===== src/rtl/xed_pkg.sv =====
// Shared constants of the XML entity decoder: byte type and the entity table.
package xed_pkg;

  typedef logic [7:0] byte_t;

  localparam int ENT_N      = 6;
  localparam int ENT_MAXLEN = 6;

  localparam byte_t CHAR_AMP = 8'h26;

  // Entity spellings, unused tail bytes are zero.
  localparam byte_t ENT_TEXT [ENT_N][ENT_MAXLEN] = '{
    '{8'h26, 8'h71, 8'h75, 8'h6f, 8'h74, 8'h3b},  // &quot;
    '{8'h26, 8'h61, 8'h70, 8'h6f, 8'h73, 8'h3b},  // &apos;
    '{8'h26, 8'h6c, 8'h74, 8'h3b, 8'h00, 8'h00},  // &lt;
    '{8'h26, 8'h67, 8'h74, 8'h3b, 8'h00, 8'h00},  // &gt;
    '{8'h26, 8'h6e, 8'h62, 8'h73, 8'h70, 8'h3b},  // &nbsp;
    '{8'h26, 8'h61, 8'h6d, 8'h70, 8'h3b, 8'h00}   // &amp;
  };

  localparam logic [3:0] ENT_LEN [ENT_N] = '{4'd6, 4'd6, 4'd4, 4'd4, 4'd6, 4'd5};

  localparam byte_t ENT_VALUE [ENT_N] = '{8'h22, 8'h27, 8'h3c, 8'h3e, 8'h20, 8'h26};

endpackage


===== src/rtl/xed_front.sv =====
// Front end: holds the entity prefix, classifies each byte and builds an emit record.
module xed_front import xed_pkg::*; #(
  parameter int MAX_ENTITY_LEN = 6,
  parameter int N_W            = 3
) (
  input  logic                                 clk,
  input  logic                                 rst,
  input  logic                                 in_valid,
  output logic                                 in_stall,
  input  logic [7:0]                           in_byte,
  input  logic                                 end_of_stream,
  input  logic                                 push_ready,
  output logic                                 push,
  output logic [MAX_ENTITY_LEN-1:0][7:0]       rec_bytes,
  output logic [N_W-1:0]                       rec_count,
  output logic                                 rec_eos
);

  localparam int CNT_W  = $clog2(MAX_ENTITY_LEN);
  localparam int CAND_N = (MAX_ENTITY_LEN > ENT_MAXLEN) ? MAX_ENTITY_LEN : ENT_MAXLEN;

  byte_t            pending [MAX_ENTITY_LEN-1];
  logic [CNT_W-1:0] cnt;
  logic [CNT_W-1:0] cnt_next;

  byte_t            cand [CAND_N];
  logic             accept;
  logic             any_full;
  logic             any_pre;
  byte_t            value;
  logic             hold;
  logic             fresh_emit;
  logic             store_prefix;
  logic             restart;
  int               n_int;

  assign in_stall = !push_ready;
  assign accept   = in_valid && !in_stall;

  always_comb begin
    int  len;
    logic pm;
    for (int j = 0; j < CAND_N; j++) begin
      cand[j] = in_byte;
    end
    for (int j = 0; j < MAX_ENTITY_LEN - 1; j++) begin
      if (CNT_W'(j) < cnt) begin
        cand[j] = pending[j];
      end
    end
    len      = int'(cnt) + 1;
    any_full = 1'b0;
    any_pre  = 1'b0;
    value    = 8'h00;
    for (int e = ENT_N - 1; e >= 0; e--) begin
      pm = (int'(ENT_LEN[e]) <= MAX_ENTITY_LEN);
      for (int j = 0; j < ENT_MAXLEN; j++) begin
        if (j < len && cand[j] != ENT_TEXT[e][j]) begin
          pm = 1'b0;
        end
      end
      if (pm && int'(ENT_LEN[e]) == len) begin
        any_full = 1'b1;
        value    = ENT_VALUE[e];
      end
      if (pm && int'(ENT_LEN[e]) > len) begin
        any_pre = 1'b1;
      end
    end
  end

  always_comb begin
    hold         = (cnt != '0) && !any_full && any_pre
                   && (int'(cnt) + 1 <= MAX_ENTITY_LEN - 1);
    fresh_emit   = !(in_byte == CHAR_AMP && !end_of_stream);
    store_prefix = hold && !end_of_stream;
    restart      = !any_full && !hold && !fresh_emit;
    if (cnt == '0) begin
      n_int = fresh_emit ? 1 : 0;
    end else if (any_full) begin
      n_int = 1;
    end else if (hold) begin
      n_int = end_of_stream ? int'(cnt) + 1 : 0;
    end else begin
      n_int = int'(cnt) + (fresh_emit ? 1 : 0);
    end
    if (cnt != '0 && any_full) begin
      cnt_next = '0;
    end else if (store_prefix) begin
      cnt_next = cnt + CNT_W'(1);
    end else if (restart) begin
      cnt_next = CNT_W'(1);
    end else begin
      cnt_next = '0;
    end
  end

  always_comb begin
    for (int i = 0; i < MAX_ENTITY_LEN; i++) begin
      rec_bytes[i] = cand[i];
    end
    if (cnt != '0 && any_full) begin
      rec_bytes[0] = value;
    end
    rec_count = N_W'(n_int);
    rec_eos   = end_of_stream;
    push      = accept && (n_int != 0);
  end

  always_ff @(posedge clk) begin
    if (rst) begin
      cnt <= '0;
    end else if (accept) begin
      cnt <= cnt_next;
    end
  end

  always_ff @(posedge clk) begin
    if (accept) begin
      for (int i = 0; i < MAX_ENTITY_LEN - 1; i++) begin
        if (store_prefix && CNT_W'(i) == cnt) begin
          pending[i] <= in_byte;
        end
      end
      if (restart) begin
        pending[0] <= in_byte;
      end
    end
  end

endmodule


===== src/rtl/xed_queue.sv =====
// Two-entry queue of emit records between the front and back ends.
module xed_queue #(
  parameter int WIDTH = 8
) (
  input  logic             clk,
  input  logic             rst,
  input  logic             push,
  input  logic [WIDTH-1:0] push_data,
  output logic             push_ready,
  input  logic             pop,
  output logic             head_valid,
  output logic [WIDTH-1:0] head_data
);

  logic [WIDTH-1:0] mem [2];
  logic             wr_ptr;
  logic             rd_ptr;
  logic [1:0]       fill;

  assign push_ready = (fill != 2'd2);
  assign head_valid = (fill != 2'd0);
  assign head_data  = mem[rd_ptr];

  always_ff @(posedge clk) begin
    if (rst) begin
      wr_ptr <= 1'b0;
      rd_ptr <= 1'b0;
      fill   <= 2'd0;
    end else begin
      if (push) begin
        wr_ptr <= !wr_ptr;
      end
      if (pop) begin
        rd_ptr <= !rd_ptr;
      end
      if (push && !pop) begin
        fill <= fill + 2'd1;
      end else if (pop && !push) begin
        fill <= fill - 2'd1;
      end
    end
  end

  always_ff @(posedge clk) begin
    if (push) begin
      mem[wr_ptr] <= push_data;
    end
  end

endmodule


===== src/rtl/xed_back.sv =====
// Back end: steps through the head record and hands out one byte per request.
module xed_back #(
  parameter int MAX_ENTITY_LEN = 6,
  parameter int N_W            = 3
) (
  input  logic                           clk,
  input  logic                           rst,
  input  logic                           head_valid,
  input  logic [MAX_ENTITY_LEN-1:0][7:0] head_bytes,
  input  logic [N_W-1:0]                 head_count,
  input  logic                           head_eos,
  output logic                           pop,
  output logic                           out_valid,
  input  logic                           out_stall,
  output logic [7:0]                     out_byte,
  output logic                           run_last,
  output logic                           stream_done
);

  localparam int IDX_W = $clog2(MAX_ENTITY_LEN);

  logic [IDX_W-1:0] idx;
  logic             last;
  logic             accept;

  assign out_valid   = head_valid;
  assign out_byte    = head_bytes[idx];
  assign last        = (N_W'(idx) + N_W'(1)) == head_count;
  assign run_last    = last;
  assign stream_done = last && head_eos;
  assign accept      = out_valid && !out_stall;
  assign pop         = accept && last;

  always_ff @(posedge clk) begin
    if (rst) begin
      idx <= '0;
    end else if (accept) begin
      idx <= last ? '0 : idx + IDX_W'(1);
    end
  end

endmodule


===== src/rtl/xml_entity_decoder.sv =====
// Top level of the streaming XML character-entity decoder.
//
//   channel   direction  handshake            payload
//   input     in         in_valid / in_stall  in_byte, end_of_stream
//   output    out        out_valid/out_stall  out_byte, run_last, stream_done
//
// Each input request is taken while in_stall is low; the front end classifies it at once.
// The output side moves one byte per cycle while out_stall is low, so a request
// that releases k held bytes occupies the back end until it has sent them all,
// during which the two-entry queue absorbs further input before in_stall rises.
// Reset (rst, synchronous) empties the queue and clears the held prefix.
// Held bytes themselves are payload and need no reset.
module xml_entity_decoder import xed_pkg::*; #(
  parameter int MAX_ENTITY_LEN = 6
) (
  input  logic       clk,
  input  logic       rst,
  input  logic       in_valid,
  output logic       in_stall,
  input  logic [7:0] in_byte,
  input  logic       end_of_stream,
  output logic       out_valid,
  input  logic       out_stall,
  output logic [7:0] out_byte,
  output logic       run_last,
  output logic       stream_done
);

  // A record carries up to MAX_ENTITY_LEN bytes, its byte count and the
  // end-of-stream mark.
  localparam int N_W   = $clog2(MAX_ENTITY_LEN + 1);
  localparam int BYT_W = MAX_ENTITY_LEN * 8;
  localparam int REC_W = BYT_W + N_W + 1;

  logic                           push;
  logic                           push_ready;
  logic [MAX_ENTITY_LEN-1:0][7:0] rec_bytes;
  logic [N_W-1:0]                 rec_count;
  logic                           rec_eos;
  logic                           pop;
  logic                           head_valid;
  logic [REC_W-1:0]               head_data;

  // The front end owns the held entity prefix and decides, for each request,
  // which bytes go out: the held bytes, the current byte or a decoded character.
  xed_front #(
    .MAX_ENTITY_LEN (MAX_ENTITY_LEN),
    .N_W            (N_W)
  ) u_front (
    .clk           (clk),
    .rst           (rst),
    .in_valid      (in_valid),
    .in_stall      (in_stall),
    .in_byte       (in_byte),
    .end_of_stream (end_of_stream),
    .push_ready    (push_ready),
    .push          (push),
    .rec_bytes     (rec_bytes),
    .rec_count     (rec_count),
    .rec_eos       (rec_eos)
  );

  // Requests that only extend a held prefix produce no record and never
  // reach the queue.
  xed_queue #(
    .WIDTH (REC_W)
  ) u_queue (
    .clk        (clk),
    .rst        (rst),
    .push       (push),
    .push_data  ({rec_eos, rec_count, rec_bytes}),
    .push_ready (push_ready),
    .pop        (pop),
    .head_valid (head_valid),
    .head_data  (head_data)
  );

  // The back end serialises the head record; the last byte of a record
  // carries run_last, and stream_done as well when the record closed the stream.
  xed_back #(
    .MAX_ENTITY_LEN (MAX_ENTITY_LEN),
    .N_W            (N_W)
  ) u_back (
    .clk         (clk),
    .rst         (rst),
    .head_valid  (head_valid),
    .head_bytes  (head_data[BYT_W-1:0]),
    .head_count  (head_data[BYT_W +: N_W]),
    .head_eos    (head_data[REC_W-1]),
    .pop         (pop),
    .out_valid   (out_valid),
    .out_stall   (out_stall),
    .out_byte    (out_byte),
    .run_last    (run_last),
    .stream_done (stream_done)
  );

endmodule

===== config.mk =====
export PLATFORM = sky130hd
export DESIGN_NAME = xml_entity_decoder
export DESIGN_NICKNAME = d
export VERILOG_FILES = /design/src/rtl/xed_pkg.sv /design/src/rtl/xed_front.sv /design/src/rtl/xed_queue.sv /design/src/rtl/xed_back.sv /design/src/rtl/xml_entity_decoder.sv
export SDC_FILE = /design/constraint.sdc
export NUM_CORES = 1
export LEC_CHECK = 0
export ABC_AREA = 1
export BUFFER_PORTS_ARGS = -buffer_cell sky130_fd_sc_hd__buf_2
export CORE_MARGIN = 2
export CORE_UTILIZATION = 49
export DETAILED_ROUTE_END_ITERATION = 10
export GPL_TIMING_DRIVEN = 0
export PLACE_DENSITY = 0.63
export SLEW_MARGIN = 20
export SYNTH_ARGS = -nofsm -noshare
export SYNTH_HDL_FRONTEND = slang
export SYNTH_SLANG_ARGS = --single-unit

===== constraint.sdc =====
create_clock -name clk -period 8.4 [get_ports clk]
set_clock_uncertainty 0.05 [all_clocks]
set_input_delay 0.42 -clock clk [delete_from_list [all_inputs] [get_ports clk]]
set_output_delay 0.42 -clock clk [all_outputs]
set_load 0.005 [all_outputs]

### Word-level counts from Yosys, hierarchy flattened

Memories as Yosys holds them, arrays and structs flattened. A register that Yosys moved wholly into a read port is not among the register bits.
Cells that the tools add are included.

| word-level totals | value |
|---|---|
| output and inout port bits | 12 |
| input bits | 13 |
| bits in writable memories | 144 |
| register bits after elaboration | 10 |
| logic and storage cells | 236 |
| memories | 2 |

| cells by class | value |
|---|---|
| mux-type cells | 102 |
| order comparisons | 16 |
| equal/unequal tests | 30 |
| $add $sub $neg | 6 |
| bitwise logic cells | 1 |
| reductions and logical operators | 74 |

Memories:

| name | depth | width | rd ports | clocked after Yosys merged registers in | write ports | line | RTL |
|---|---|---|---|---|---|---|---|
| u_queue.mem | 2 | 52 | 1 | 1 | 1 | xed_queue.sv:15 | `logic [WIDTH-1:0] mem [2];` |
| u_front.pending | 5 | 8 | 5 | 0 | 1 | xed_front.sv:22 | `byte_t pending [MAX_ENTITY_LEN-1];` |

Operators by type and width:

| operator | number |
|---|---|
| $mux W32 | 4 |
| $ne A8 B7 Y1 const B | 16 |
| $eq A4 B32 Y1 const A | 3 |
| $gt A4 B32 Y1 const A | 3 |
| $mux W8 | 12 |
| $mux W1 | 70 |
| $lt A3 B32 Y1 const A | 2 |
| $lt A4 B32 Y1 const A | 2 |
| $logic_and A1 B1 Y1 | 54 |
| $mux W6 | 6 |
| $add A4 B32 Y32 | 1 |
| $le A32 B4 Y1 const B | 1 |
| $lt A1 B32 Y1 const A | 1 |
| $lt A2 B32 Y1 const A | 1 |
| $ne A8 B6 Y1 const B | 4 |
| $reduce_bool A32 Y1 | 1 |
| $reduce_or A8 Y1 | 4 |
| $bmux W8 S3 | 1 |
| $mux W3 | 7 |
| $reduce_bool A8 Y1 | 2 |
| $logic_not A1 Y1 | 9 |
| $eq A8 B6 Y1 const B | 1 |
| $add A3 B1 Y3 const B | 2 |
| $eq A2 B3 Y1 const A | 2 |
| 16 further kinds | 20 |

### Depth between registers and ports, before layout

Gate-level depths: netlist of the first run.

| depth | value |
|---|---|
| depth in word-level cells | 32 |
| mapped depth | 28 |

### Cells and area by module

Synthesis of the first run repeated with hierarchy kept, for this count alone.

| unflattened totals | value |
|---|---|
| cell total of the unflattened synthesis | 865 |
| area, all modules | 8416.8 µm² |

By module, submodules not included:

| module | area each (µm²) | cells each | seq. area each (µm²) | instances |
|---|---|---|---|---|
| xed_queue | 4234.1 | 195 | 3223.1 | 1 |
| xed_front | 3482.1 | 544 | 1261.2 | 1 |
| xed_back | 700.7 | 126 | 60.1 | 1 |

### Worst setup path before layout of the first run

No wires, ideal clock.

| timing | value |
|---|---|
| path type | reg2reg |
| from | register u_front.cnt[0] |
| to | memory u_queue.mem[0][0] (netlist bit) (enable) |
| setup slack | 2.019 ns |
| path buffers | 0 |
| stages on the path, launching flop included | 20 |
| arrival | 5.806 ns |
| library setup time | 0.526 ns |
| path through | dfxtp_1 -> inv_2 -> ha_1 -> inv_1 -> nand2_2 -> nor2_1 -> inv_2 -> nand2_1 -> nand3_1 -> nor2_2 -> nand2_1 -> nand2_1 -> nand2_2 -> nand3_4 -> nand2_4 -> nand2_1 -> nand3_1 -> nand2_2 -> nor2_4 -> nor3_1 |

| between the ends | value |
|---|---|
| longest elaborated chain between the ends | 28 |
| elaborated cells between the ends (all ways) | 135 |

Ends and longest elaborated chain:

| what | line | RTL |
|---|---|---|
| start: declaration | xed_front.sv:23 | `logic [CNT_W-1:0] cnt;` |
| start signal: assignment | xed_front.sv:114 | `cnt <= cnt_next;` |
| branches (longest 23 deep; another with $lt A1 B32 Y1) | n/a |  |
| $mux W32 * | xed_front.sv:78 | `if (cnt == '0) begin` |
| $reduce_bool A32 Y1 * | xed_front.sv:107 | `push = accept && (n_int != 0);` |
| $logic_and A1 B1 Y1 * | xed_front.sv:107 |  |
| $mux W1 * | xed_queue.sv:45 | `if (push) begin` |
| $mux W1 (implied by the code) * | xed_queue.sv:46 | `mem[wr_ptr] <= push_data;` |
| end: declaration | xed_queue.sv:15 |  |

Mark *: on every way between the ends.

### Worst setup path after layout of the first run

| timing | value |
|---|---|
| from | register u_front.cnt[0] |
| to | memory u_queue.mem[0][32] (netlist bit) (enable) |

Same word-level chain as after synthesis.

==> qor.yml, run 1 <==
run_status:
  outcome: "finished clean"
synthesis:
  synth_fa_ha_area_share_pct: 1.58
  ys_types: 43
  synth_compound_area_share_pct: 7.58
  synth_xor_area_share_pct: 0.775
  synthesis.instances: 822
  synth_top_family_by_area: "simple AND/OR/NAND/NOR gates"
  synthesis_warning_total: 0
  synth_largest_type_area_fraction_pct: 54.7
  yosys.area_share.simple_pct: 25.1
  muxShareOfSynthArea_pct: 1.52
  postSynthAreaPerCell_um2: 9.62
  synth.yosys.seq_area_share_pct: 57.5
  netlist_area_mm2: 0.00791
  post_synth_main_area_contributors: "sky130_fd_sc_hd__edfxtp_1, sky130_fd_sc_hd__nand2_1, sky130_fd_sc_hd__nor2_1, sky130_fd_sc_hd__inv_1, sky130_fd_sc_hd__nand3_1"
  yosys.area.top_type: "sky130_fd_sc_hd__edfxtp_1"
  syn_nets: 845
  ys_seq_elements: 155
global_routing:
  grt_overflow: 0
  total_grt_usage_pct: 26.0
  grt_pass1_wl_mm: 32.2
  pin_count_of_the_biggest_net_entering_global_routing: 53
  grt_antenna_before_repair: 0
  grt_pass1_vias: 5648
sta:
  final_period_minus_worst_setup_slack_ns: 4.10
  achievable-frequency_mhz: 244
  holdWs_ns: 0.233
  post-route-period-util_pct: 48.8
  tightest_slew_ns: 1.01
  layout_setup_ws_ns: 4.30
  grt_setup_unrepaired: "no"
  timing_hold_violations_final: 0
  final_max_slew_viol_count: 0
  fin_tns_setup_ns: 0
  setup_viol: 0
  slew_headroom_pct: 32.4
floorplanning:
  initial_utilization_pct: 50.0
  placementRows: 46
  floorplan.die.width_um: 131
  chipHeight_um: 131
  die_area_mm2: 0.0172
  placeableCoreArea_mm2: 0.0158
  floorplan.io_pins: 25
place:
  place.detailed.hpwl_mm: 15.2
  dp_slack_ns: 4.31
  routabilityCongestion: 0.945
  post_placement_cell_area_mm2: 0.00836
  numPortBuffers: 24
route:
  total_routed_length_mm: 21.2
  viasPerCell: 5.50
  number_of_drc_markers_after_the_initial_detailed_route_iteration: 646
  dr_total_vias: 6054
  wire_per_inst_um: 19.3
  detail_route.drc_violations: 0
  ant_nets: 0
  detailed_router_iteration_count_before_antenna_repair: 5
worst_setup_path:
  cp-end-kind: "flip-flop"
  cp.arrival_ns: 4.17
  critical_path.max_fanout: 11
  worst-setup-path-type: "reg2reg"
  cp_data_required_time_ns: 8.47
  startpoint_type: "flip-flop"
clock_tree:
  cts.repair_timing.setup_buffer_count: 0
  cts.sinks: 155
  post_cts.resized_instances: 0
  cts_buffer_depth: 2
  cts_hold_buf: 0
  cts_tree: "done"
  num_cts_buffers: 17
  cts_root_buffer: "sky130_fd_sc_hd__clkbuf_16"
  path_clk_slew_ns: 0.06
  ctsHtreeMaxLevel: 4
  insertion_delay_to_the_later_sink_of_the_worst_skew_pair_ns: 0.42
final_layout:
  diodes: 0
  fillCellCount: 1370
  final_cell_mix: "sky130_fd_sc_hd__nand2_1, sky130_fd_sc_hd__edfxtp_1, sky130_fd_sc_hd__nor2_1, sky130_fd_sc_hd__inv_1, sky130_fd_sc_hd__nand3_1"
  finalNetCount: 894
  post-route-cell-area_mm2: 0.00897
  synthToLayoutAreaGrowth_pct: 13.5
  final_common_cell: "sky130_fd_sc_hd__nand2_1"
  layout-drive-gt1-share_pct: 15.4
min_path:
  worstHoldPathType: "in2reg"
pwr:
  leakage_nw: 3.55
  vdd_drop_max_uv: 141
  power_per_cell_area_mw_per_mm2: 242
  report.power.total_mw: 2.18
flow_run:
  max_cap_check_violation_count: 0
-- through the flow --
| step | util (%) | std cells |
|---|---|---|
| 2_1_floorplan | - | 822 |
| 4_1_cts | 56.6 | 1100 |
| 3_3_place_gp | 52.4 | 1062 |
| 5_1_grt | 56.7 | 1100 |
| 6_report | 56.7 | 1100 |
| 3_5_place_dp | 52.8 | 1068 |
-- cell type report --
class / count / area, um^2 / share of cell area, %
Sequential cell: 155 / 4540 / 50.6
Multi-Input combinational cell: 560 / 2910 / 32.4
Clock buffer: 18 / 429 / 4.78
Inverter: 80 / 303 / 3.37
Tap cell: 216 / 270 / 3.01
Buffer: 27 / 174 / 1.94
Timing Repair Buffer: 30 / 173 / 1.92
Clock inverter: 14 / 170 / 1.90
-- registers in the layout, indices dropped and copies added, names as in the netlist, named ones only --
signal and flops:
u_front.cnt 3, u_queue.wr_ptr 1, u_queue.fill 2, u_queue.rd_ptr 1, u_front.pending 40, u_back.idx 3
u_queue.mem 104
-- Yosys cell counts --
cell and n:
sky130_fd_sc_hd__nor4_2 1, sky130_fd_sc_hd__nor3_1 8, sky130_fd_sc_hd__nand3_1 51, sky130_fd_sc_hd__a32o_1 4, sky130_fd_sc_hd__a31oi_1 1, sky130_fd_sc_hd__nand3b_1 1, sky130_fd_sc_hd__o32ai_1 12, sky130_fd_sc_hd__a22o_1 1
sky130_fd_sc_hd__o31ai_1 2, sky130_fd_sc_hd__nor2_1 101, sky130_fd_sc_hd__o21ai_1 2, sky130_fd_sc_hd__nand3_2 5, sky130_fd_sc_hd__mux2i_1 12, sky130_fd_sc_hd__xnor2_1 4, sky130_fd_sc_hd__o21ai_0 33, sky130_fd_sc_hd__nand2_1 222
sky130_fd_sc_hd__a21oi_1 16, sky130_fd_sc_hd__dfxtp_1 11, sky130_fd_sc_hd__buf_2 1, sky130_fd_sc_hd__nor4_1 3, sky130_fd_sc_hd__a21oi_2 1, sky130_fd_sc_hd__xor2_1 3, sky130_fd_sc_hd__nor2_4 8, sky130_fd_sc_hd__o211ai_1 4
sky130_fd_sc_hd__a211oi_1 1, sky130_fd_sc_hd__buf_6 7, sky130_fd_sc_hd__nand2_4 7, sky130_fd_sc_hd__buf_4 2, sky130_fd_sc_hd__nor2_2 7, sky130_fd_sc_hd__edfxtp_1 144, sky130_fd_sc_hd__nand4_1 3, sky130_fd_sc_hd__o221ai_1 12
sky130_fd_sc_hd__nand2_2 20, sky130_fd_sc_hd__inv_1 69, sky130_fd_sc_hd__buf_8 1, sky130_fd_sc_hd__inv_2 9, sky130_fd_sc_hd__nand3_4 1, sky130_fd_sc_hd__ha_1 10, sky130_fd_sc_hd__buf_1 1, sky130_fd_sc_hd__o21ai_2 2
sky130_fd_sc_hd__or2_1 2, sky130_fd_sc_hd__clkbuf_1 15, sky130_fd_sc_hd__clkinv_1 2
-- where the power goes --
part           total, mW  switching, mW  internal (mW)
Sequential         0.949         0.0237          0.926
Clock              0.786          0.316          0.469
Combinational      0.441          0.297          0.144
Total               2.18          0.637           1.54
-- worst paths after layout --
kind	startpoint	endpoint	slack, ns	cells past startpoint
max	u_front.cnt[0]	u_queue.mem[0][32]	4.30	21
min	rst	u_front.cnt[0]	0.23	2
max reg2reg	u_front.cnt[0]	u_queue.mem[0][32]	4.30	21
min reg2reg	u_queue.rd_ptr	flip-flop	0.46	2
-- worst max-delay path: stages (launching register included) --
cell and delay [ns]:
sky130_fd_sc_hd__dfxtp_1 0.64, sky130_fd_sc_hd__inv_2 0.21, sky130_fd_sc_hd__ha_1 0.43, sky130_fd_sc_hd__inv_1 0.07, sky130_fd_sc_hd__nand2_2 0.11, sky130_fd_sc_hd__nand2_4 0.10, sky130_fd_sc_hd__nor2_1 0.21, sky130_fd_sc_hd__inv_1 0.09
sky130_fd_sc_hd__nand3_1 0.10, sky130_fd_sc_hd__nor2_2 0.05, sky130_fd_sc_hd__nand3_1 0.06, sky130_fd_sc_hd__nand2_1 0.09, sky130_fd_sc_hd__nor2_2 0.13, sky130_fd_sc_hd__nand2_2 0.09, sky130_fd_sc_hd__nor2_4 0.14, sky130_fd_sc_hd__nand3_1 0.19
sky130_fd_sc_hd__nand2_2 0.14, sky130_fd_sc_hd__nor2_4 0.05, sky130_fd_sc_hd__nor3_2 0.18, sky130_fd_sc_hd__buf_4 0.25, sky130_fd_sc_hd__buf_4 0.21, sky130_fd_sc_hd__buf_4 0.21
-- cells by family after synthesis --
family | count (synthesis)
xor gates and xnor gates | 7
and+or+nand+nor | 440
DFF | 155
adders and majority gates | 10
muxes | 12
buffers and inverters | 107
AOI/OAI and AO/OA | 91
-- layer usage --
| metal | global-route usage (%) | share of wire [%] | wire, um | vias up |
|---|---|---|---|---|
| li1 | - | - | - | 2888 |
| met1 | 37.0 | 45 | 9550 | 2870 |
| met2 | 40.7 | 46 | 9800 | 254 |
| met3 | 4.28 | 6.6 | 1390 | 42 |
| met4 | 9.20 | 2.3 | 495 | 0 |
| met5 | 0 | 0 | 0 | - |
Note: power is estimated with default switching activity, not from simulation.
==> run 2: changes to the inputs <==
--- a/config.mk
+++ b/config.mk
@@ -5,13 +5,13 @@
 export SDC_FILE = /design/constraint.sdc
 export NUM_CORES = 1
 export LEC_CHECK = 0
-export ABC_AREA = 1
+export ABC_AREA = 0
 export BUFFER_PORTS_ARGS = -buffer_cell sky130_fd_sc_hd__buf_2
 export CORE_MARGIN = 2
 export CORE_UTILIZATION = 49
 export DETAILED_ROUTE_END_ITERATION = 10
 export GPL_TIMING_DRIVEN = 0
-export PLACE_DENSITY = 0.63
+export PLACE_DENSITY = 0.66
 export SLEW_MARGIN = 20
 export SYNTH_ARGS = -nofsm -noshare
 export SYNTH_HDL_FRONTEND = slang
==> constraint.sdc (replaced) <==
create_clock -name clk -period 3.45 [get_ports clk]
set_clock_uncertainty 0.05 [all_clocks]
set_input_delay 0.1725 -clock clk [delete_from_list [all_inputs] [get_ports clk]]
set_output_delay 0.1725 -clock clk [all_outputs]
set_load 0.005 [all_outputs]
==> qor.yml, run 2 <==
pwr:
  power.share.sequential_pct: 41.8  # -1.8 points
  comb_power_share_pct: 22.4  # +2.1 points
  switch_pwr_mw: 1.49  # +130%
  vdd_drop_max_uv: 377  # +170%
  report.power.total_mw: 5.72  # +160%
  cell_internal_pwr_mw: 4.23  # +170%
  leakage_nw: 3.37  # -5.1%
  power_per_cell_area_mw_per_mm2: 599  # +150%
  clock_power_share_pct: 35.7  # -0.4 points
  power_switching_share_pct: 26.1  # -3.2 points
sta:
  final_period_minus_worst_setup_slack_ns: 4.12  # +0.0141 ns
  layout_setup_ws_ns: -0.667  # -4.96 ns
  grt_setup_unrepaired: "yes"
  achievable-frequency_mhz: 243  # -0.34%
  timing_hold_violations_final: 0  # unchanged
  setup_viol: 140  # +140
  tightest_slew_ns: 0.870  # -0.135 ns
  fin_tns_setup_ns: -70.06  # -70.06 ns
  slew_headroom_pct: 42.0  # +9.6 points
  post-route-period-util_pct: 119  # +70 points
  holdWs_ns: 0.0848  # -0.148 ns
  final_max_slew_viol_count: 0  # unchanged
clock_tree:
  ctsHtreeMaxLevel: 4  # unchanged
  path_clk_slew_ns: 0.06  # about the same
  cts_root_buffer: "sky130_fd_sc_hd__clkbuf_16"
  insertion_delay_to_the_later_sink_of_the_worst_skew_pair_ns: 0.43  # about the same
  cts.sinks: 155  # unchanged
  cts_buffer_depth: 2  # unchanged
  num_cts_buffers: 17  # unchanged
  cts_tree: "done"
worst_setup_path:
  reg2reg_from: "u_front.cnt[1]"
  path_cells: "or2_1 -> buf_6 -> a31oi_1 -> nor4_2 -> a31oi_2 -> or4_4 -> o32a_1 -> o21a_4 -> a211oi_2 -> nor3_2 -> a211oi_4 -> nor2b_4 -> buf_12 -> buf_12 -> buf_16"
  worst-r2r-cell-count: 15  # -29%
  critPathMostFrequentCell: "sky130_fd_sc_hd__buf_12"
  critical_path.n_buffers_inverters: 4  # -2
  startpoint_type: "flip-flop"
  worst-setup-path-type: "reg2reg"
  cp.arrival_ns: 4.20  # +0.03 ns
  cp_data_required_time_ns: 3.54  # -4.93 ns
  slowest_delay_ns: 0.56  # -0.08 ns
  worstSetupStartpoint: "u_front.cnt[1]"
  critical_path_capture_point: "u_queue.mem[0][39]"
  timing.critical_path.max_delay_family: "simple AND/OR/NAND/NOR gates"
  critical_path.max_fanout: 14  # +3
  rrSetupSlack_ns: -0.67  # -4.96 ns
  worstReg2RegEnd: "u_queue.mem[0][39]"
  critical_path_depth: 15  # -29%
  cp-end-kind: "flip-flop"
  cell_at_the_slowest_stage_of_the_critical_path: "sky130_fd_sc_hd__or4_4"
synthesis:
  synth.yosys.seq_area_share_pct: 59.4  # +1.9 points
  async_reset_ff_share_pct: 0  # unchanged
  netlist_area_mm2: 0.00765  # -3.2%
  synthesis.instances: 601  # -27%
  ys_seq_elements: 155  # unchanged
  synth_flop_cell: "sky130_fd_sc_hd__edfxtp_1"
  synthesis_warning_total: 0  # unchanged
  ys_top_cells_by_count: "sky130_fd_sc_hd__edfxtp_1, sky130_fd_sc_hd__nand2_1, sky130_fd_sc_hd__nor2_1"
  synth.most_common_cell: "sky130_fd_sc_hd__edfxtp_1"
  post_synth_main_area_contributors: "sky130_fd_sc_hd__edfxtp_1, sky130_fd_sc_hd__mux4_2, sky130_fd_sc_hd__nand2_1, sky130_fd_sc_hd__dfxtp_1, sky130_fd_sc_hd__mux2i_1"
  synth_largest_type_area_fraction_pct: 56.5  # +1.8 points
  ys_types: 66  # +53%
  syn_nets: 624  # -26%
  yosys.area.top_type: "sky130_fd_sc_hd__edfxtp_1"
  synth-edff-count: 144  # unchanged
  postSynthAreaPerCell_um2: 12.7  # +32%
floorplanning:
  die_area_mm2: 0.0166  # -3.1%
  placeableCoreArea_mm2: 0.0152  # -4.0%
  floorplan.die.width_um: 129  # -1.6%
  initial_utilization_pct: 50.3  # +0.37 points
  chipHeight_um: 129  # -1.6%
  placementRows: 45  # -2.2%
  floorplan.io_pins: 25  # unchanged
global_routing:
  met3_usage_pct: 6.94  # +2.7 points
  use_met1_pct: 34.8  # -2.1 points
  total_grt_usage_pct: 26.8  # +0.81 points
  grt_antenna_before_repair: 0  # unchanged
  global_route.peak_usage_layer: "met2"
  grt_pass1_wl_mm: 31.9  # -0.81%
  grt_overflow: 0  # unchanged
  groute.layer.met2.usage_pct: 43.0  # +2.3 points
  grt_pass1_vias: 5431  # -3.8%
  pin_count_of_the_biggest_net_entering_global_routing: 27  # -49%
route:
  detailed_router_iteration_count_before_antenna_repair: 5  # unchanged
  viasPerCell: 6.35  # +15%
  number_of_drc_markers_after_the_initial_detailed_route_iteration: 666  # +3.1%
  total_routed_length_mm: 21.4  # +0.95%
  ant_nets: 0  # unchanged
  detail_route.drc_violations: 0  # unchanged
  wire_per_inst_um: 23.9  # +24%
  dr_total_vias: 5698  # -5.9%
flow_run:
  max_cap_check_violation_count: 0  # unchanged
final_layout:
  largest_register_ffs: 104  # unchanged
  synthToLayoutAreaGrowth_pct: 24.8
  final_common_cell: "sky130_fd_sc_hd__edfxtp_1"
  fillCellCount: 1150  # -16%
  max_flop_register: "u_queue.mem"
  finalNetCount: 720  # -19%
  diodes: 0  # unchanged
  final_core_util_pct: 62.8  # +6.1 points
  post-route-cell-area_mm2: 0.00955  # +6.4%
  reg.largest.list: "u_queue.mem (104), u_front.pending (40)"
  final-instance-count-excl-fill: 898  # -18%
  final_cell_mix: "sky130_fd_sc_hd__edfxtp_1, sky130_fd_sc_hd__nand2_1, sky130_fd_sc_hd__nor2_1, sky130_fd_sc_hd__buf_4, sky130_fd_sc_hd__mux4_2"
  layout-drive-gt1-share_pct: 29.6  # +14 points
run_status:
  outcome: "finished, violations left"
  violations: "negative setup slack"
place:
  routabilityCongestion: 0.975  # +3.2%
  post_placement_cell_area_mm2: 0.00814  # -2.7%
  dp_slack_ns: -1.43  # -5.74 ns
  dpl.cell_count: 815  # -24%
  place.detailed.hpwl_mm: 13.8  # -9.1%
  numPortBuffers: 23  # -4.2%
min_path:
  worstHoldPathType: "in2reg"
[run 2: cell count changes after synthesis, moves of 10 or more]
cell                       change
sky130_fd_sc_hd__mux2_2       +11
sky130_fd_sc_hd__nand2_2      -20
sky130_fd_sc_hd__o221ai_1     -11
sky130_fd_sc_hd__inv_1        -44
sky130_fd_sc_hd__mux4_2       +24
sky130_fd_sc_hd__o22ai_1      +10
sky130_fd_sc_hd__o32ai_1      -11
sky130_fd_sc_hd__o21ai_0      -18
sky130_fd_sc_hd__nor2_1       -62
sky130_fd_sc_hd__nand2_1     -139
sky130_fd_sc_hd__nand3_1      -39
[run 2: logic make-up (layout without fill, tap and decap cells)]
| group | count (synthesis) | after routing | share of synthesized area [%] |
|---|---|---|---|
| buffers and inverters | 55 | 158 | 2.98 |
| multiplexers | 57 | 57 | 11.6 |
| adder cells (fa/ha/maj) | 10 | 10 | 1.64 |
| flip-flops | 155 | 155 | 59.4 |
| AO/OA/AOI/OAI | 85 | 85 | 7.80 |
| AND/OR/NAND/NOR | 230 | 236 | 15.6 |
| XOR/XNOR | 9 | 9 | 1.03 |
[run 2: routing by layer]
layer	part of all wire, %	routed length (um)
met2	47	10100
met4	3.8	825
met5	0	0
met1	40	8610
met3	8.7	1870
[run 2: worst min-delay path by stage]
stage | cells after the start | startpoint | to | slack [ns]
6_report | 4 | out_stall | u_back.idx[0] | 0.08
5_1_grt | 1 | in_byte[6] | u_front.pending[4][6] | 0.08
4_1_cts | 1 | in_byte[6] | u_front.pending[4][6] | 0.07
3_5_place_dp | 1 | end_of_stream | u_queue.mem[1][51] | 0.38
3_3_place_gp | 1 | end_of_stream | u_queue.mem[0][51] | 0.37
2_1_floorplan | 0 | in_byte[0] | u_front.pending[0][0] | 0.22
[run 2: worst min-delay path, cell delays in order]
cell	delay [ns]
sky130_fd_sc_hd__buf_2	0.09
sky130_fd_sc_hd__nor2_1	0.08
sky130_fd_sc_hd__xnor2_1	0.15
sky130_fd_sc_hd__nor2_1	0.04
[run 2: power groups by stage]
| stage | Sequential [mW] | Combinational (mW) | Clock [mW] |
|---|---|---|---|
| after global placement | 2.41 | 1.02 | 0 |
| after global routing | 2.41 | 1.38 | 2.14 |
| final | 2.39 | 1.28 | 2.04 |
| after detailed placement | 2.42 | 1.08 | 0 |
| after CTS | 2.39 | 1.28 | 2.06 |
| after floorplan | 2.40 | 0.707 | 0 |
[run 2: final cells by class]
class	count	area, um^2	area share (%)
inverters	25	101	1.06
well taps	188	235	2.46
multi-input cells	397	3190	33.4
flip-flops and latches	155	4550	47.7
clock buffers	18	429	4.50
plain buffers	30	211	2.21
repair buffers	71	611	6.40
clock inverters	14	216	2.27
[run 2: timing repair]
item                                    CTS  global route
endpoints found under the setup margin  165           160
cloned                                    6             2
resized for setup                        56            26
pin swaps                                14             6
setup buffers                            36             6
hold buffers                              1             0
hold endpoints to repair                  2             0
==> run 3: changes to the inputs <==
--- a/config.mk
+++ b/config.mk
@@ -11,7 +11,7 @@
 export CORE_UTILIZATION = 49
 export DETAILED_ROUTE_END_ITERATION = 10
 export GPL_TIMING_DRIVEN = 0
-export PLACE_DENSITY = 0.66
+export PLACE_DENSITY_LB_ADDON = 0.12
 export SLEW_MARGIN = 20
 export SYNTH_ARGS = -nofsm -noshare
 export SYNTH_HDL_FRONTEND = slang
==> qor.yml, run 3 (synthesis gave the netlist of run 2 again) <==
final_layout:
  final_cell_mix: "sky130_fd_sc_hd__edfxtp_1, sky130_fd_sc_hd__nand2_1, sky130_fd_sc_hd__nor2_1, sky130_fd_sc_hd__buf_4, sky130_fd_sc_hd__mux4_2"
  final-instance-count-excl-fill: 913  # +1.7%
  layout-drive-gt1-share_pct: 31.6  # +2.0 points
  max_flop_register: "u_queue.mem"
  fillCellCount: 1140  # -0.87%
  reg.largest.list: "u_queue.mem (104), u_front.pending (40)"
  final_common_cell: "sky130_fd_sc_hd__edfxtp_1"
  finalNetCount: 735  # +2.1%
  diodes: 0  # unchanged
  synthToLayoutAreaGrowth_pct: 27.8
  largest_register_ffs: 104  # unchanged
floorplanning:
  placeableCoreArea_mm2: 0.0152  # unchanged
  floorplan.io_pins: 25  # unchanged
  chipHeight_um: 129  # unchanged
  initial_utilization_pct: 50.3  # unchanged
  die_area_mm2: 0.0166  # unchanged
  floorplan.die.width_um: 129  # unchanged
  placementRows: 45  # unchanged
clock_tree:
  num_cts_buffers: 17  # unchanged
  cts_root_buffer: "sky130_fd_sc_hd__clkbuf_16"
  cts_buffer_depth: 2  # unchanged
  path_clk_slew_ns: 0.07  # about the same
  ctsHtreeMaxLevel: 4  # unchanged
  insertion_delay_to_the_later_sink_of_the_worst_skew_pair_ns: 0.43  # about the same
  cts.sinks: 155  # unchanged
  cts_tree: "done"
worst_setup_path:
  startpoint_type: "flip-flop"
  cp.arrival_ns: 4.25  # +0.05 ns
  reg2reg_from: "u_front.cnt[1]"
  cp-end-kind: "flip-flop"
  critical_path.max_fanout: 7  # -7
  worst-setup-path-type: "reg2reg"
  cp_data_required_time_ns: 3.52  # -0.02 ns
  worstSetupStartpoint: "u_front.cnt[1]"
global_routing:
  grt_pass1_vias: 5459  # +0.52%
  grt_overflow: 0  # unchanged
  pin_count_of_the_biggest_net_entering_global_routing: 27  # unchanged
  grt_antenna_before_repair: 0  # unchanged
  total_grt_usage_pct: 27.5  # +0.74 points
  grt_pass1_wl_mm: 32.8  # +2.9%
pwr:
  leakage_nw: 3.47  # +3.1%
  comb_power_share_pct: 25.1  # +2.7 points
  clock_power_share_pct: 33.2  # -2.5 points
  power.share.sequential_pct: 41.8  # about the same
  power_per_cell_area_mw_per_mm2: 587  # -2.1%
  vdd_drop_max_uv: 342  # -9.1%
  cell_internal_pwr_mw: 4.17  # -1.4%
  power_switching_share_pct: 27.3  # +1.2 points
  switch_pwr_mw: 1.57  # +5.1%
place:
  dpl.cell_count: 815  # unchanged
  dp_slack_ns: -1.44  # -0.0142 ns
  numPortBuffers: 23  # unchanged
  routabilityCongestion: 0.926  # -5.1%
  place.detailed.hpwl_mm: 14.5  # +4.7%
route:
  detailed_router_iteration_count_before_antenna_repair: 5  # unchanged
  total_routed_length_mm: 23.1  # +7.7%
  number_of_drc_markers_after_the_initial_detailed_route_iteration: 645  # -3.2%
  detail_route.drc_violations: 0  # unchanged
  viasPerCell: 6.30  # -0.76%
  dr_total_vias: 5749  # +0.90%
  ant_nets: 0  # unchanged
  wire_per_inst_um: 25.3  # +5.9%
run_status:
  violations: "negative setup slack"
  outcome: "finished, violations left"
sta:
  tightest_slew_ns: 0.826  # -0.0448 ns
  layout_setup_ws_ns: -0.729  # -0.0625 ns
  timing_hold_violations_final: 0  # unchanged
  setup_viol: 151  # +7.9%
  grt_setup_unrepaired: "yes"
  slew_headroom_pct: 45.0  # +3.0 points
  final_period_minus_worst_setup_slack_ns: 4.18  # +0.0625 ns
  final_max_slew_viol_count: 0  # unchanged
  post-route-period-util_pct: 121  # +1.8 points
  achievable-frequency_mhz: 239  # -1.5%
flow_run:
  max_cap_check_violation_count: 0  # unchanged
min_path:
  hold_path.startpoint: "in_byte[1]"
  worstHoldPathType: "in2reg"
[run 3: cell types whose count changed in the layout (fill, tap and decap cells not counted), sizes merged]
cell,change
and4b,+1
buf,+12
bufinv,-2
and2,+1
clkinv,+4
clkinvlp,-1
[run 3: final timing paths]
check,end,slack (ns),cells after the start
max reg2reg,u_queue.mem[1][11],-0.73,18
min,u_front.pending[3][1],0.08,1
max,u_queue.mem[1][11],-0.73,18
min reg2reg,u_queue.rd_ptr,0.47,2
[run 3: repair_timing]
| action | CTS | global route |
|---|---|---|
| gates resized for setup | 68 | 37 |
| endpoints found under the setup margin | 166 | 162 |
| hold buffers | 1 | 0 |
| pin swaps | 18 | 11 |
| hold endpoints to repair | 2 | 0 |
| setup buffers | 36 | 18 |
| gates cloned | 6 | 7 |
[run 3: layout make-up]
class | count | area (um^2) | area share, %
Buffer | 30 | 198 | 2.02
Timing Repair Buffer | 84 | 826 | 8.45
Sequential cell | 155 | 4560 | 46.6
Clock inverter | 15 | 171 | 1.75
Multi-Input combinational cell | 399 | 3260 | 33.4
Tap cell | 188 | 235 | 2.41
Clock buffer | 17 | 425 | 4.35
Inverter | 25 | 101 | 1.04
[run 3: power by group through the flow]
| stage | registers (mW) | clock network (mW) | logic (mW) |
|---|---|---|---|
| after floorplan | 2.40 | 0 | 0.707 |
| after global placement | 2.41 | 0 | 1.04 |
| after detailed placement | 2.42 | 0 | 1.09 |
| after CTS | 2.39 | 1.90 | 1.32 |
| after global routing | 2.41 | 1.98 | 1.52 |
| final | 2.39 | 1.90 | 1.44 |
[run 3: worst max-delay path, cell delays in order (launching register included)]
cell and delay (ns):
sky130_fd_sc_hd__dfxtp_4 0.39, sky130_fd_sc_hd__buf_12 0.14, sky130_fd_sc_hd__ha_4 0.16, sky130_fd_sc_hd__buf_4 0.14, sky130_fd_sc_hd__nor2b_1 0.16, sky130_fd_sc_hd__a22o_2 0.31
sky130_fd_sc_hd__buf_4 0.15, sky130_fd_sc_hd__a21o_1 0.20, sky130_fd_sc_hd__or4b_4 0.55, sky130_fd_sc_hd__and3_4 0.19, sky130_fd_sc_hd__o21a_4 0.23, sky130_fd_sc_hd__o211ai_4 0.20
sky130_fd_sc_hd__nor3_4 0.06, sky130_fd_sc_hd__a211oi_4 0.27, sky130_fd_sc_hd__buf_6 0.15, sky130_fd_sc_hd__buf_4 0.10, sky130_fd_sc_hd__buf_6 0.09, sky130_fd_sc_hd__buf_6 0.11
sky130_fd_sc_hd__and2_4 0.22
[run 3: per-stage QoR]
stage	setup TNS (ns)	total power, mW	area [um^2]	utilization (%)	hold WS [ns]
floorplan	-81.64	3.11	7740	-	0.221
global placement	-269.60	3.45	8090	53.2	0.382
detailed placement	-190.78	3.51	8140	53.5	0.384
CTS	-66.80	5.61	9430	62.0	0.0708
global route	-87.41	5.92	9780	64.3	0.0707
finish	-78.79	5.73	9780	64.3	0.0773
[run 3: per-layer routing]
layer | routed length (um) | global-route usage [%]
met1 | 9270 | 36.4
met5 | 0 | 0
met2 | 11400 | 46.3
met4 | 602 | 8.06
met3 | 1790 | 5.78
